`config.mk`:
```
export PLATFORM = sky130hd
export DESIGN_NAME = shared_pool_linked_lists
export DESIGN_NICKNAME = d
export VERILOG_FILES = /design/src/rtl/spll_pkg.sv /design/src/rtl/spll_ram.sv /design/src/rtl/shared_pool_linked_lists.sv
export SDC_FILE = /design/constraint.sdc
export NUM_CORES = 2
export LEC_CHECK = 0
export BUFFER_PORTS_ARGS = -buffer_cell sky130_fd_sc_hd__buf_4
export CORE_ASPECT_RATIO = 0.8
export CORE_UTILIZATION = 34
export CTS_BUF_LIST = sky130_fd_sc_hd__clkbuf_2 sky130_fd_sc_hd__clkbuf_4 sky130_fd_sc_hd__clkbuf_8
export DETAILED_ROUTE_END_ITERATION = 8
export PLACE_DENSITY = 0.59
export SYNTH_ARGS = -nofsm -noshare
export SYNTH_HDL_FRONTEND = slang
export SYNTH_SLANG_ARGS = --single-unit
export TNS_END_PERCENT = 100
```
`constraint.sdc`:
```
create_clock -name clk -period 6.8 [get_ports clk]
set_input_delay 0.34 -clock clk [delete_from_list [all_inputs] [get_ports clk]]
set_output_delay 0.34 -clock clk [all_outputs]
set_load 0.005 [all_outputs]
```
`src/rtl/spll_pkg.sv`:
```
// shared types, codes and defaults for the shared pool linked lists block
package spll_pkg;

  localparam int POOL_NODES_DEF = 16;
  localparam int LIST_COUNT_DEF = 4;
  localparam int DATA_BITS_DEF  = 64;

  localparam logic [1:0] OP_APPEND = 2'd0;
  localparam logic [1:0] OP_DELETE = 2'd1;
  localparam logic [1:0] OP_REMOVE = 2'd2;

  localparam logic [1:0] ST_OK       = 2'd0;
  localparam logic [1:0] ST_FULL     = 2'd1;
  localparam logic [1:0] ST_NOTFOUND = 2'd2;
  localparam logic [1:0] ST_EMPTY    = 2'd3;

  typedef enum logic [3:0] {
    S_IDLE,
    S_DECODE,
    S_APOP,
    S_AWALK,
    S_DWALK,
    S_RPOP,
    S_FREE,
    S_RESP
  } state_t;

endpackage

```
`src/rtl/spll_ram.sv`:
```
// generic single write port ram with registered read
module spll_ram #(
  parameter int WIDTH = 8,
  parameter int DEPTH = 16
) (
  input  logic                     clk,
  input  logic                     we,
  input  logic [$clog2(DEPTH)-1:0] waddr,
  input  logic [WIDTH-1:0]         wdata,
  input  logic [$clog2(DEPTH)-1:0] raddr,
  output logic [WIDTH-1:0]         rdata
);

  logic [WIDTH-1:0] mem [DEPTH];

  always_ff @(posedge clk) begin
    if (we) begin
      mem[waddr] <= wdata;
    end
    rdata <= mem[raddr];
  end

endmodule

```
`src/rtl/shared_pool_linked_lists.sv`:
```
// top level: several linked lists in one node pool with a free list
//
// One request is taken at a time; req_stall stays high from the cycle after
// acceptance until the result has been loaded into the output register.
// Each step of a walk is one read through the single read port of the link
// and data memories, which share one read address. An append passes decode,
// the take of a free node, a walk to the list tail if the list is not empty
// and the result state; a delete walks from the head to the match and frees
// that node, or stops at the tail when none matches; a remove head reads the
// head and frees it; and a request that fails at once goes from decode to
// the result state. A new request is taken while an earlier result still
// waits in the output register. Node links that were never written are
// covered by a fill count, so there is no clearing pass after reset.
module shared_pool_linked_lists #(
  parameter int POOL_NODES = spll_pkg::POOL_NODES_DEF,
  parameter int LIST_COUNT = spll_pkg::LIST_COUNT_DEF,
  parameter int DATA_BITS  = spll_pkg::DATA_BITS_DEF
) (
  input  logic        clk,
  input  logic        rst,
  input  logic        req_valid,
  output logic        req_stall,
  input  logic [1:0]  operation,
  input  logic [1:0]  list_id,
  input  logic [63:0] value,
  output logic        res_valid,
  input  logic        res_stall,
  output logic [1:0]  status,
  output logic [63:0] data_out,
  output logic [3:0]  slot
);

  localparam int IW = $clog2(POOL_NODES);
  localparam int PW = $clog2(POOL_NODES + 1);
  localparam int LW = (LIST_COUNT > 1) ? $clog2(LIST_COUNT) : 1;
  localparam logic [PW-1:0] NONE = PW'(POOL_NODES);
  localparam logic [PW-1:0] LAST = PW'(POOL_NODES - 1);

  spll_pkg::state_t state, state_next;

  logic [1:0]           op_q;
  logic [1:0]           lid_q;
  logic [DATA_BITS-1:0] val_q;
  logic [PW-1:0]        node_q, node_next;
  logic                 fresh_q, fresh_next;
  logic [PW-1:0]        cur, cur_next;
  logic [PW-1:0]        prev, prev_next;
  logic [PW-1:0]        free_head, free_head_next;
  logic [PW-1:0]        fill, fill_next;
  logic [PW-1:0]        list_head [LIST_COUNT];
  logic [PW-1:0]        list_head_next [LIST_COUNT];
  logic [1:0]           r_status, r_status_next;
  logic [DATA_BITS-1:0] r_data, r_data_next;
  logic [3:0]           r_slot, r_slot_next;

  logic                 link_we, data_we;
  logic [IW-1:0]        link_waddr, data_waddr, rd_addr;
  logic [PW-1:0]        link_wdata, link_rd;
  logic [DATA_BITS-1:0] data_wdata, data_rd;

  logic          accept, out_free, list_ok;
  logic [LW-1:0] lidx;
  logic [PW-1:0] head_sel, fresh_link;

  assign accept     = req_valid && !req_stall;
  assign req_stall  = (state != spll_pkg::S_IDLE);
  assign out_free   = !res_valid || !res_stall;
  assign list_ok    = ({3'b000, lid_q} < 5'(LIST_COUNT));
  assign lidx       = LW'(lid_q);
  assign head_sel   = list_head[lidx];
  assign fresh_link = (node_q == LAST) ? NONE : node_q + 1'b1;

  spll_ram #(.WIDTH(PW), .DEPTH(POOL_NODES)) u_link_ram (
    .clk   (clk),
    .we    (link_we),
    .waddr (link_waddr),
    .wdata (link_wdata),
    .raddr (rd_addr),
    .rdata (link_rd)
  );

  spll_ram #(.WIDTH(DATA_BITS), .DEPTH(POOL_NODES)) u_data_ram (
    .clk   (clk),
    .we    (data_we),
    .waddr (data_waddr),
    .wdata (data_wdata),
    .raddr (rd_addr),
    .rdata (data_rd)
  );

  always_ff @(posedge clk) begin
    if (rst) begin
      state <= spll_pkg::S_IDLE;
    end else begin
      state <= state_next;
    end
  end

  always_comb begin
    state_next     = state;
    node_next      = node_q;
    fresh_next     = fresh_q;
    cur_next       = cur;
    prev_next      = prev;
    free_head_next = free_head;
    fill_next      = fill;
    list_head_next = list_head;
    r_status_next  = r_status;
    r_data_next    = r_data;
    r_slot_next    = r_slot;
    link_we        = 1'b0;
    link_waddr     = '0;
    link_wdata     = NONE;
    data_we        = 1'b0;
    data_waddr     = '0;
    data_wdata     = '0;
    rd_addr        = '0;
    case (state)
      spll_pkg::S_IDLE: begin
        if (req_valid) begin
          state_next = spll_pkg::S_DECODE;
        end
      end
      spll_pkg::S_DECODE: begin
        r_status_next = spll_pkg::ST_OK;
        r_data_next   = '0;
        r_slot_next   = '0;
        state_next    = spll_pkg::S_RESP;
        if (!list_ok) begin
          r_status_next = spll_pkg::ST_EMPTY;
        end else begin
          case (op_q)
            spll_pkg::OP_APPEND: begin
              if (free_head == NONE) begin
                r_status_next = spll_pkg::ST_FULL;
              end else begin
                rd_addr    = IW'(free_head);
                fresh_next = (free_head >= fill);
                node_next  = free_head;
                state_next = spll_pkg::S_APOP;
              end
            end
            spll_pkg::OP_DELETE, spll_pkg::OP_REMOVE: begin
              if (head_sel == NONE) begin
                r_status_next = spll_pkg::ST_EMPTY;
              end else begin
                rd_addr    = IW'(head_sel);
                cur_next   = head_sel;
                prev_next  = NONE;
                state_next = (op_q == spll_pkg::OP_DELETE) ? spll_pkg::S_DWALK
                                                           : spll_pkg::S_RPOP;
              end
            end
            default: begin
            end
          endcase
        end
      end
      spll_pkg::S_APOP: begin
        free_head_next = fresh_q ? fresh_link : link_rd;
        if (fresh_q) begin
          fill_next = fill + 1'b1;
        end
        data_we     = 1'b1;
        data_waddr  = IW'(node_q);
        data_wdata  = val_q;
        link_we     = 1'b1;
        link_waddr  = IW'(node_q);
        link_wdata  = NONE;
        r_slot_next = 4'(node_q);
        if (head_sel == NONE) begin
          list_head_next[lidx] = node_q;
          state_next = spll_pkg::S_RESP;
        end else begin
          rd_addr    = IW'(head_sel);
          cur_next   = head_sel;
          state_next = spll_pkg::S_AWALK;
        end
      end
      spll_pkg::S_AWALK: begin
        if (link_rd != NONE) begin
          cur_next = link_rd;
          rd_addr  = IW'(link_rd);
        end else begin
          link_we    = 1'b1;
          link_waddr = IW'(cur);
          link_wdata = node_q;
          state_next = spll_pkg::S_RESP;
        end
      end
      spll_pkg::S_DWALK: begin
        if (data_rd == val_q) begin
          if (prev != NONE) begin
            link_we    = 1'b1;
            link_waddr = IW'(prev);
            link_wdata = link_rd;
          end else begin
            list_head_next[lidx] = link_rd;
          end
          r_data_next = data_rd;
          r_slot_next = 4'(cur);
          state_next  = spll_pkg::S_FREE;
        end else if (link_rd != NONE) begin
          prev_next = cur;
          cur_next  = link_rd;
          rd_addr   = IW'(link_rd);
        end else begin
          r_status_next = spll_pkg::ST_NOTFOUND;
          state_next    = spll_pkg::S_RESP;
        end
      end
      spll_pkg::S_RPOP: begin
        list_head_next[lidx] = link_rd;
        r_data_next = data_rd;
        r_slot_next = 4'(cur);
        state_next  = spll_pkg::S_FREE;
      end
      spll_pkg::S_FREE: begin
        link_we        = 1'b1;
        link_waddr     = IW'(cur);
        link_wdata     = free_head;
        data_we        = 1'b1;
        data_waddr     = IW'(cur);
        data_wdata     = '0;
        free_head_next = cur;
        state_next     = spll_pkg::S_RESP;
      end
      spll_pkg::S_RESP: begin
        if (out_free) begin
          state_next = spll_pkg::S_IDLE;
        end
      end
      default: begin
        state_next = spll_pkg::S_IDLE;
      end
    endcase
  end

  always_ff @(posedge clk) begin
    if (rst) begin
      free_head <= '0;
      fill      <= '0;
      res_valid <= 1'b0;
      for (int i = 0; i < LIST_COUNT; i++) begin
        list_head[i] <= NONE;
      end
    end else begin
      free_head <= free_head_next;
      fill      <= fill_next;
      list_head <= list_head_next;
      if (state == spll_pkg::S_RESP && out_free) begin
        res_valid <= 1'b1;
      end else if (!res_stall) begin
        res_valid <= 1'b0;
      end
    end
  end

  always_ff @(posedge clk) begin
    if (accept) begin
      op_q  <= operation;
      lid_q <= list_id;
      val_q <= value[DATA_BITS-1:0];
    end
    node_q   <= node_next;
    fresh_q  <= fresh_next;
    cur      <= cur_next;
    prev     <= prev_next;
    r_status <= r_status_next;
    r_data   <= r_data_next;
    r_slot   <= r_slot_next;
    if (state == spll_pkg::S_RESP && out_free) begin
      status   <= r_status;
      data_out <= 64'(r_data);
      slot     <= r_slot;
    end
  end

  a_full_pool: assert property (@(posedge clk) disable iff (rst)
    (free_head == NONE) |-> (fill == NONE))
    else $error("free list empty before every node was taken");

  a_fill_hold: assert property (@(posedge clk) disable iff (rst)
    (state != spll_pkg::S_APOP) |=> $stable(fill))
    else $error("fill count moved outside a node take");

  a_start: assert property (@(posedge clk) disable iff (rst)
    accept |=> (state == spll_pkg::S_DECODE))
    else $error("request accepted without decode");

  a_load: assert property (@(posedge clk) disable iff (rst)
    (state == spll_pkg::S_RESP && out_free) |=> res_valid)
    else $error("result not presented");

  a_full_fields: assert property (@(posedge clk) disable iff (rst)
    (res_valid && status == spll_pkg::ST_FULL) |-> (data_out == 64'd0 && slot == 4'd0))
    else $error("pool full result carries data");

endmodule
```
# Yosys cells after proc, flatten, opt, wreduce, memory -nomap -nowiden
# Memory sizes are Yosys's and may differ from the RTL's. A register that Yosys moved wholly into a read port is not among the register bits.
# Index checks and enable logic that the tools add are counted.
dict set report word_totals {
  register_bits 259
  word_cells 154
  mem_bits_rw 1104
  memories 2
}
# name depth word_bits rd rd_ports_with_merged_regs write_ports line_no
set mem_list {}
lappend mem_list {u_data_ram.mem 16 64 1 1 1 spll_ram.sv:14} ;# logic [WIDTH-1:0] mem [DEPTH];
lappend mem_list {u_link_ram.mem 16 5 1 1 1 spll_ram.sv:14}
dict set report classes {
  muxes 71
  n_addsub 2
  bitwise_logic 2
  magnitude_cmp 3
  n_reduce_logical 27
  n_eq_ne 26
}
# cell count
set op_table {}
lappend op_table {{$pmux 64 s3} 1}
lappend op_table {{$mux 64} 2}
lappend op_table {{$mux 5} 16}
lappend op_table {{$eq 64x64->1} 1}
lappend op_table {{$mux 20} 3}
lappend op_table {{$pmux 20 s3} 1}
lappend op_table {{$mux 4} 12}
lappend op_table {{$pmux 4 s4} 3}
lappend op_table {{$bwmux 20} 2}
lappend op_table {{$pmux 4 s8} 1}
lappend op_table {{$ne 2x2->1 const B} 10}
lappend op_table {{$pmux 5 s2} 2}
lappend op_table {{$pmux 5 s4} 1}
lappend op_table {{$eq 4x3->1 const B} 4}
lappend op_table {{$pmux 4 s2} 2}
lappend op_table {{$pmux 5 s3} 1}
lappend op_table {{$mux 1} 12}
lappend op_table {{$reduce_bool 4->1} 3}
lappend op_table {{$add 5x1->5 const B} 2}
lappend op_table {{$bmux 5 s2} 1}
lappend op_table {{$demux 5 s2} 1}
lappend op_table {{$eq 5x5->1 const B} 2}
lappend op_table {{$ne 5x5->1 const B} 2}
lappend op_table {{$reduce_and 3->1} 3}
lappend op_table {{27 further kinds} 43}

# Longest topological paths before layout
dict set report depth {
  ltp_word 9
  ltp_mapped 14
  depth_no_buf 10
}

# Cells and area by module
# A second synthesis with hierarchy kept.
dict set report unflattened {
  hier_cells 2588
  hier_area_um2 53764.1
}
# mod n_inst cells_per_inst seq_area_each_um2 area_per_inst_um2
set by_module_without_submodules {}
lappend by_module_without_submodules {{spll_ram (u_data_ram)} 1 1647 32030.7 39581.7}
lappend by_module_without_submodules {shared_pool_linked_lists 1 786 7427.1 10969.3}
lappend by_module_without_submodules {{spll_ram (u_link_ram)} 1 155 2502.4 3213.1}

# Worst setup path after synthesis
# Ideal clock, no wire load.
dict set report synth_timing {
  path_type {reg2reg}
  from {register state[0]}
  to {memory u_data_ram.mem[12][0] in the netlist's numbering, enable pin}
  setup_slack_ps 343
  required_ps 6235
  t_arrival_ps 5892
  period_less_slack_ps 6457
  path_buffers 2
  path_stages_with_launch 9
  cell_sequence {dfxtp_1 > clkbuf_1 > nor2_1 > and3_1 > clkbuf_1 > nand2_1 > o21ai_0 > nand2_1 > nor3_1}
}
dict set report synth_between {
  elab_chain_len 5
  word_cells_on_any_way 7
  cone_classes {eq/ne: 2; mux: 4; reduce/logical: 1}
}
# item line_no
set synth_rtl {}
lappend synth_rtl {{start, declared} shared_pool_linked_lists.sv:39} ;# spll_pkg::state_t state, state_next;
lappend synth_rtl {{start signal, assigned} shared_pool_linked_lists.sv:93} ;# state <= spll_pkg::S_IDLE;
lappend synth_rtl {{start signal, assigned} shared_pool_linked_lists.sv:95} ;# state <= state_next;
lappend synth_rtl {{$eq 4x2->1 / $eq 4x3->1 (equally long branches)} shared_pool_linked_lists.sv:118} ;# case (state)
lappend synth_rtl {{$reduce_or 2->1 (no source line)} --}
lappend synth_rtl {{$mux 1} shared_pool_linked_lists.sv:118}
lappend synth_rtl {{$mux 1} spll_ram.sv:17} ;# if (we) begin
lappend synth_rtl {{$mux 1 (implied by the code)} spll_ram.sv:18} ;# mem[waddr] <= wdata;
lappend synth_rtl {{end, declared} spll_ram.sv:14}
# Several ways; a longest one is shown, not always the timed one.

# Worst setup path after layout
dict set report layout_timing {
  from {register val_q[38]}
  to {register u_data_ram.rdata[25] (read register of u_data_ram.mem)}
}
dict set report layout_between {
  elab_chain_len 3
}
# item line_no
set layout_rtl {}
lappend layout_rtl {{start, declared} shared_pool_linked_lists.sv:43} ;# logic [DATA_BITS-1:0] val_q;
lappend layout_rtl {{start signal, assigned} shared_pool_linked_lists.sv:263} ;# val_q <= value[DATA_BITS-1:0];
lappend layout_rtl {{$eq 64x64->1} shared_pool_linked_lists.sv:192} ;# if (data_rd == val_q) begin
lappend layout_rtl {{$mux 4} shared_pool_linked_lists.sv:192}
lappend layout_rtl {{$pmux 4 s4} shared_pool_linked_lists.sv:118}
lappend layout_rtl {{end, declared} spll_ram.sv:11} ;# output logic [WIDTH-1:0] rdata
# No other way between the ends.
# A chain may end at the register's enable or synchronous reset.

==> results.cfg <==
[setup_path]
cpLargestDelayFamily = simple AND/OR/NAND/NOR gates
endpoint_kind = register
crit_path_end = u_data_ram.rdata[25]
reg2reg_depth = 9
crit_start = val_q[38]
rr_endpoint = u_data_ram.rdata[25]
reg2reg_from = val_q[38]
arrival_ns = 6.51
crit_path_cell_trace = xnor2_1, nand4_1, nor4_1, nand4_1, a31oi_4, buf_12, mux2_2, o211ai_1, and4_1
r2r_slack_ns = 1.17
crit_path_top_delay_cell = nor4_1
path_buf_inv = 1
worst-path-max-fanout = 85
crit_type = register to register
cp.depth = 9
cp.required_ns = 7.68
start_kind = register
path_common_cell = nand4_1
slowest_delay_ns = 1.13

[grt]
track_usage_pct = 18.9
grt_antenna_before_repair = 7
grt_pass1_vias = 35300
grt_max_degree = 196
grt_overflow_total = 0
grt_pass1_wl_mm = 245

[placement]
dpl_cell_area_sq_um = 63300
place.port_buffers = 143
dp_cells = 6068
gp_congestion = 0.816
dpl.hpwl_mm = 90.5

[yosys]
yosysMostFrequentCell = edfxtp_1
synth_cells = 3848
ys_ff_latch = 1432
yosysWarningCount = 0
synth_top_area_share_pct = 66.9
synth_area_per_cell_sq_um = 15.5
synthDistinctLibCells = 59
ys_top_cells_by_count = 1328 x edfxtp_1, 436 x mux2i_1, 277 x o211ai_1, 179 x nand2_1, 159 x o21ai_0
synth-seq-area-share_pct = 70.4
synth_area_sq_um = 59600
synth_area_leader_cell = edfxtp_1
synth_enable_flop_cells = 1328
synthesis.nets = 3932
async_flop_share_pct = 0
ys.flop_type = edfxtp_1
synth.area.top_cells = edfxtp_1 67%, mux2i_1 7.3%, dfxtp_1 3.5%, o211ai_1 3.5%, mux2_2 2.7%

[detailed_routing]
dr.pass1.iters = 8
wl_per_cell_um = 26.1
drt_iter0_drc = 3447
vias = 36100
drc = 0
drt_wl_total_mm = 172
ant_nets = 0
viasPerCell = 5.48

[clock_tree]
clk_path_buf_depth = 3
clk_latency_ns = 0.98
cts_root_buf = clkbuf_8
numCtsBuffers = 228
cts_setup_buffers = 0
postCtsHoldBufs = 85
ctsResizeCount = 0
clk_pin_slew_ns = 0.06
cts_max_level = 4
cts_tree = done
cts_sinks = 1432

[min_path]
hold_class = input pin to register

[floorplan]
start_util_pct = 34.2
chipWidth_um = 470
dieArea_sq_um = 177000
top_level_ports = 144
num_rows = 137
core_area_sq_um = 174000
die_h_um = 377

[pwr]
p_total_w = 0.0177
power_switching_share_pct = 21.3
p_sw_w = 0.00376
p_per_area_nw_per_um2 = 256
internal-power_w = 0.0139
combPwrFrac_pct = 1.8
vdd_drop_max_uv = 175
power.leakage_nw = 23.4
clkPwrFrac_pct = 43.9
power_frac_seq_pct = 54.3

[timing]
hold_violations = 0
period_share_pct = 82.8
period_needed_ns = 5.63
setup_tns_ns = 0
fin_worst_skew_ns = 0.0653
max_clock_freq_ghz = 0.178
finalMaxSlewViolations = 0
final-setup-viol-count = 0
max_slew_margin_pct = 8.17
worstMarginPinSlew_ns = 1.36
rsz0062_at_grt = no

[final_layout]
multiInputGateArea_sq_um = 16500
drive_above_1_share_pct = 19.0
fill_cells = 15800
regArea_sq_um = 42000
fin_nets = 4174
final_area_sq_um = 69100
instances_no_fill = 6584
syn_to_final_growth_pct = 15.9

[run]
drv_cap = 0

[run_status]
status = finished clean
==> stage by stage <==
stage                     hold slack [ns]  util [%]  worst slack (ns)
after detailed placement            0.405      36.4              1.30
after CTS                         0.00374      39.7              1.17
after floorplan                     0.400         -             0.343
after global routing               0.0404      39.7              1.26
after global placement              0.403      36.4              1.28
final                              0.0892      39.7              1.17
==> layer usage <==
layer | GRT usage [%] | up-vias | part of all wire (%)
li1 | - | 15900 | -
met1 | 24.8 | 18600 | 42
met2 | 31.6 | 1376 | 49
met3 | 2.90 | 270 | 6.0
met4 | 6.95 | 0 | 3.1
met5 | 0 | - | 0
==> cell type report <==
cell class / count / share of cell area [%]
diodes: 4 / 0.0145
clock buffers: 351 / 6.25
clock inverters: 76 / 0.884
inverters: 18 / 0.0978
multi-input cells: 2117 / 23.8
flip-flops and latches: 1432 / 60.7
well taps: 2293 / 4.15
repair buffers: 293 / 4.05
==> flip-flops by register name, indices dropped and copies added, names as in the netlist, 20 cells and up <==
register          cells
u_data_ram.mem     1024
u_data_ram.rdata     64
r_data               64
val_q                64
u_link_ram.mem       80
data_out             64
list_head            20
==> logic make-up (layout without fill, tap and decap cells) <==
group	after synthesis	after routing	synth area share, %
mux	583	583	10.2
simple gates	681	681	6.14
other cells	1	5	0.00629
fa+ha+maj	12	12	0.252
compound gates	770	770	9.64
xor+xnor	70	70	1.03
flops	1432	1432	70.4
buf+inv	299	738	2.34
==> how the worst min path moves through the flow <==
stage	cells after the start	startpoint	slack (ns)	to
after floorplan	0	r_data[0]	0.40	data_out[0]
after global placement	0	r_data[30]	0.40	data_out[30]
after detailed placement	0	r_data[47]	0.40	data_out[47]
after CTS	2	operation[0]	0.004	op_q[0]
after global routing	2	value[26]	0.04	val_q[26]
final	2	value[23]	0.09	val_q[23]
==> cell usage in the layout (no fill, tap or decap), types with 104 or more instances in the layout <==
cell         n
clkbuf_8   269
dfxtp_1    104
nand3_1    141
a221oi_1   113
edfxtp_1  1328
buf_4      177
a22oi_1    144
o211ai_1   277
mux2i_1    436
nand2_1    179
and2_1     136
mux2_2     142
o21ai_0    159
==> power by group through the flow <==
stage          sequential, W  clock (W)  combinational (W)
3_5_place_dp         0.00978          0           0.000277
4_1_cts              0.00960    0.00790           0.000316
6_report             0.00960    0.00777           0.000314
2_1_floorplan        0.00975          0           0.000137
5_1_grt              0.00959    0.00827           0.000328
3_3_place_gp         0.00978          0           0.000276
Note: power is estimated with default switching activity, not from simulation.
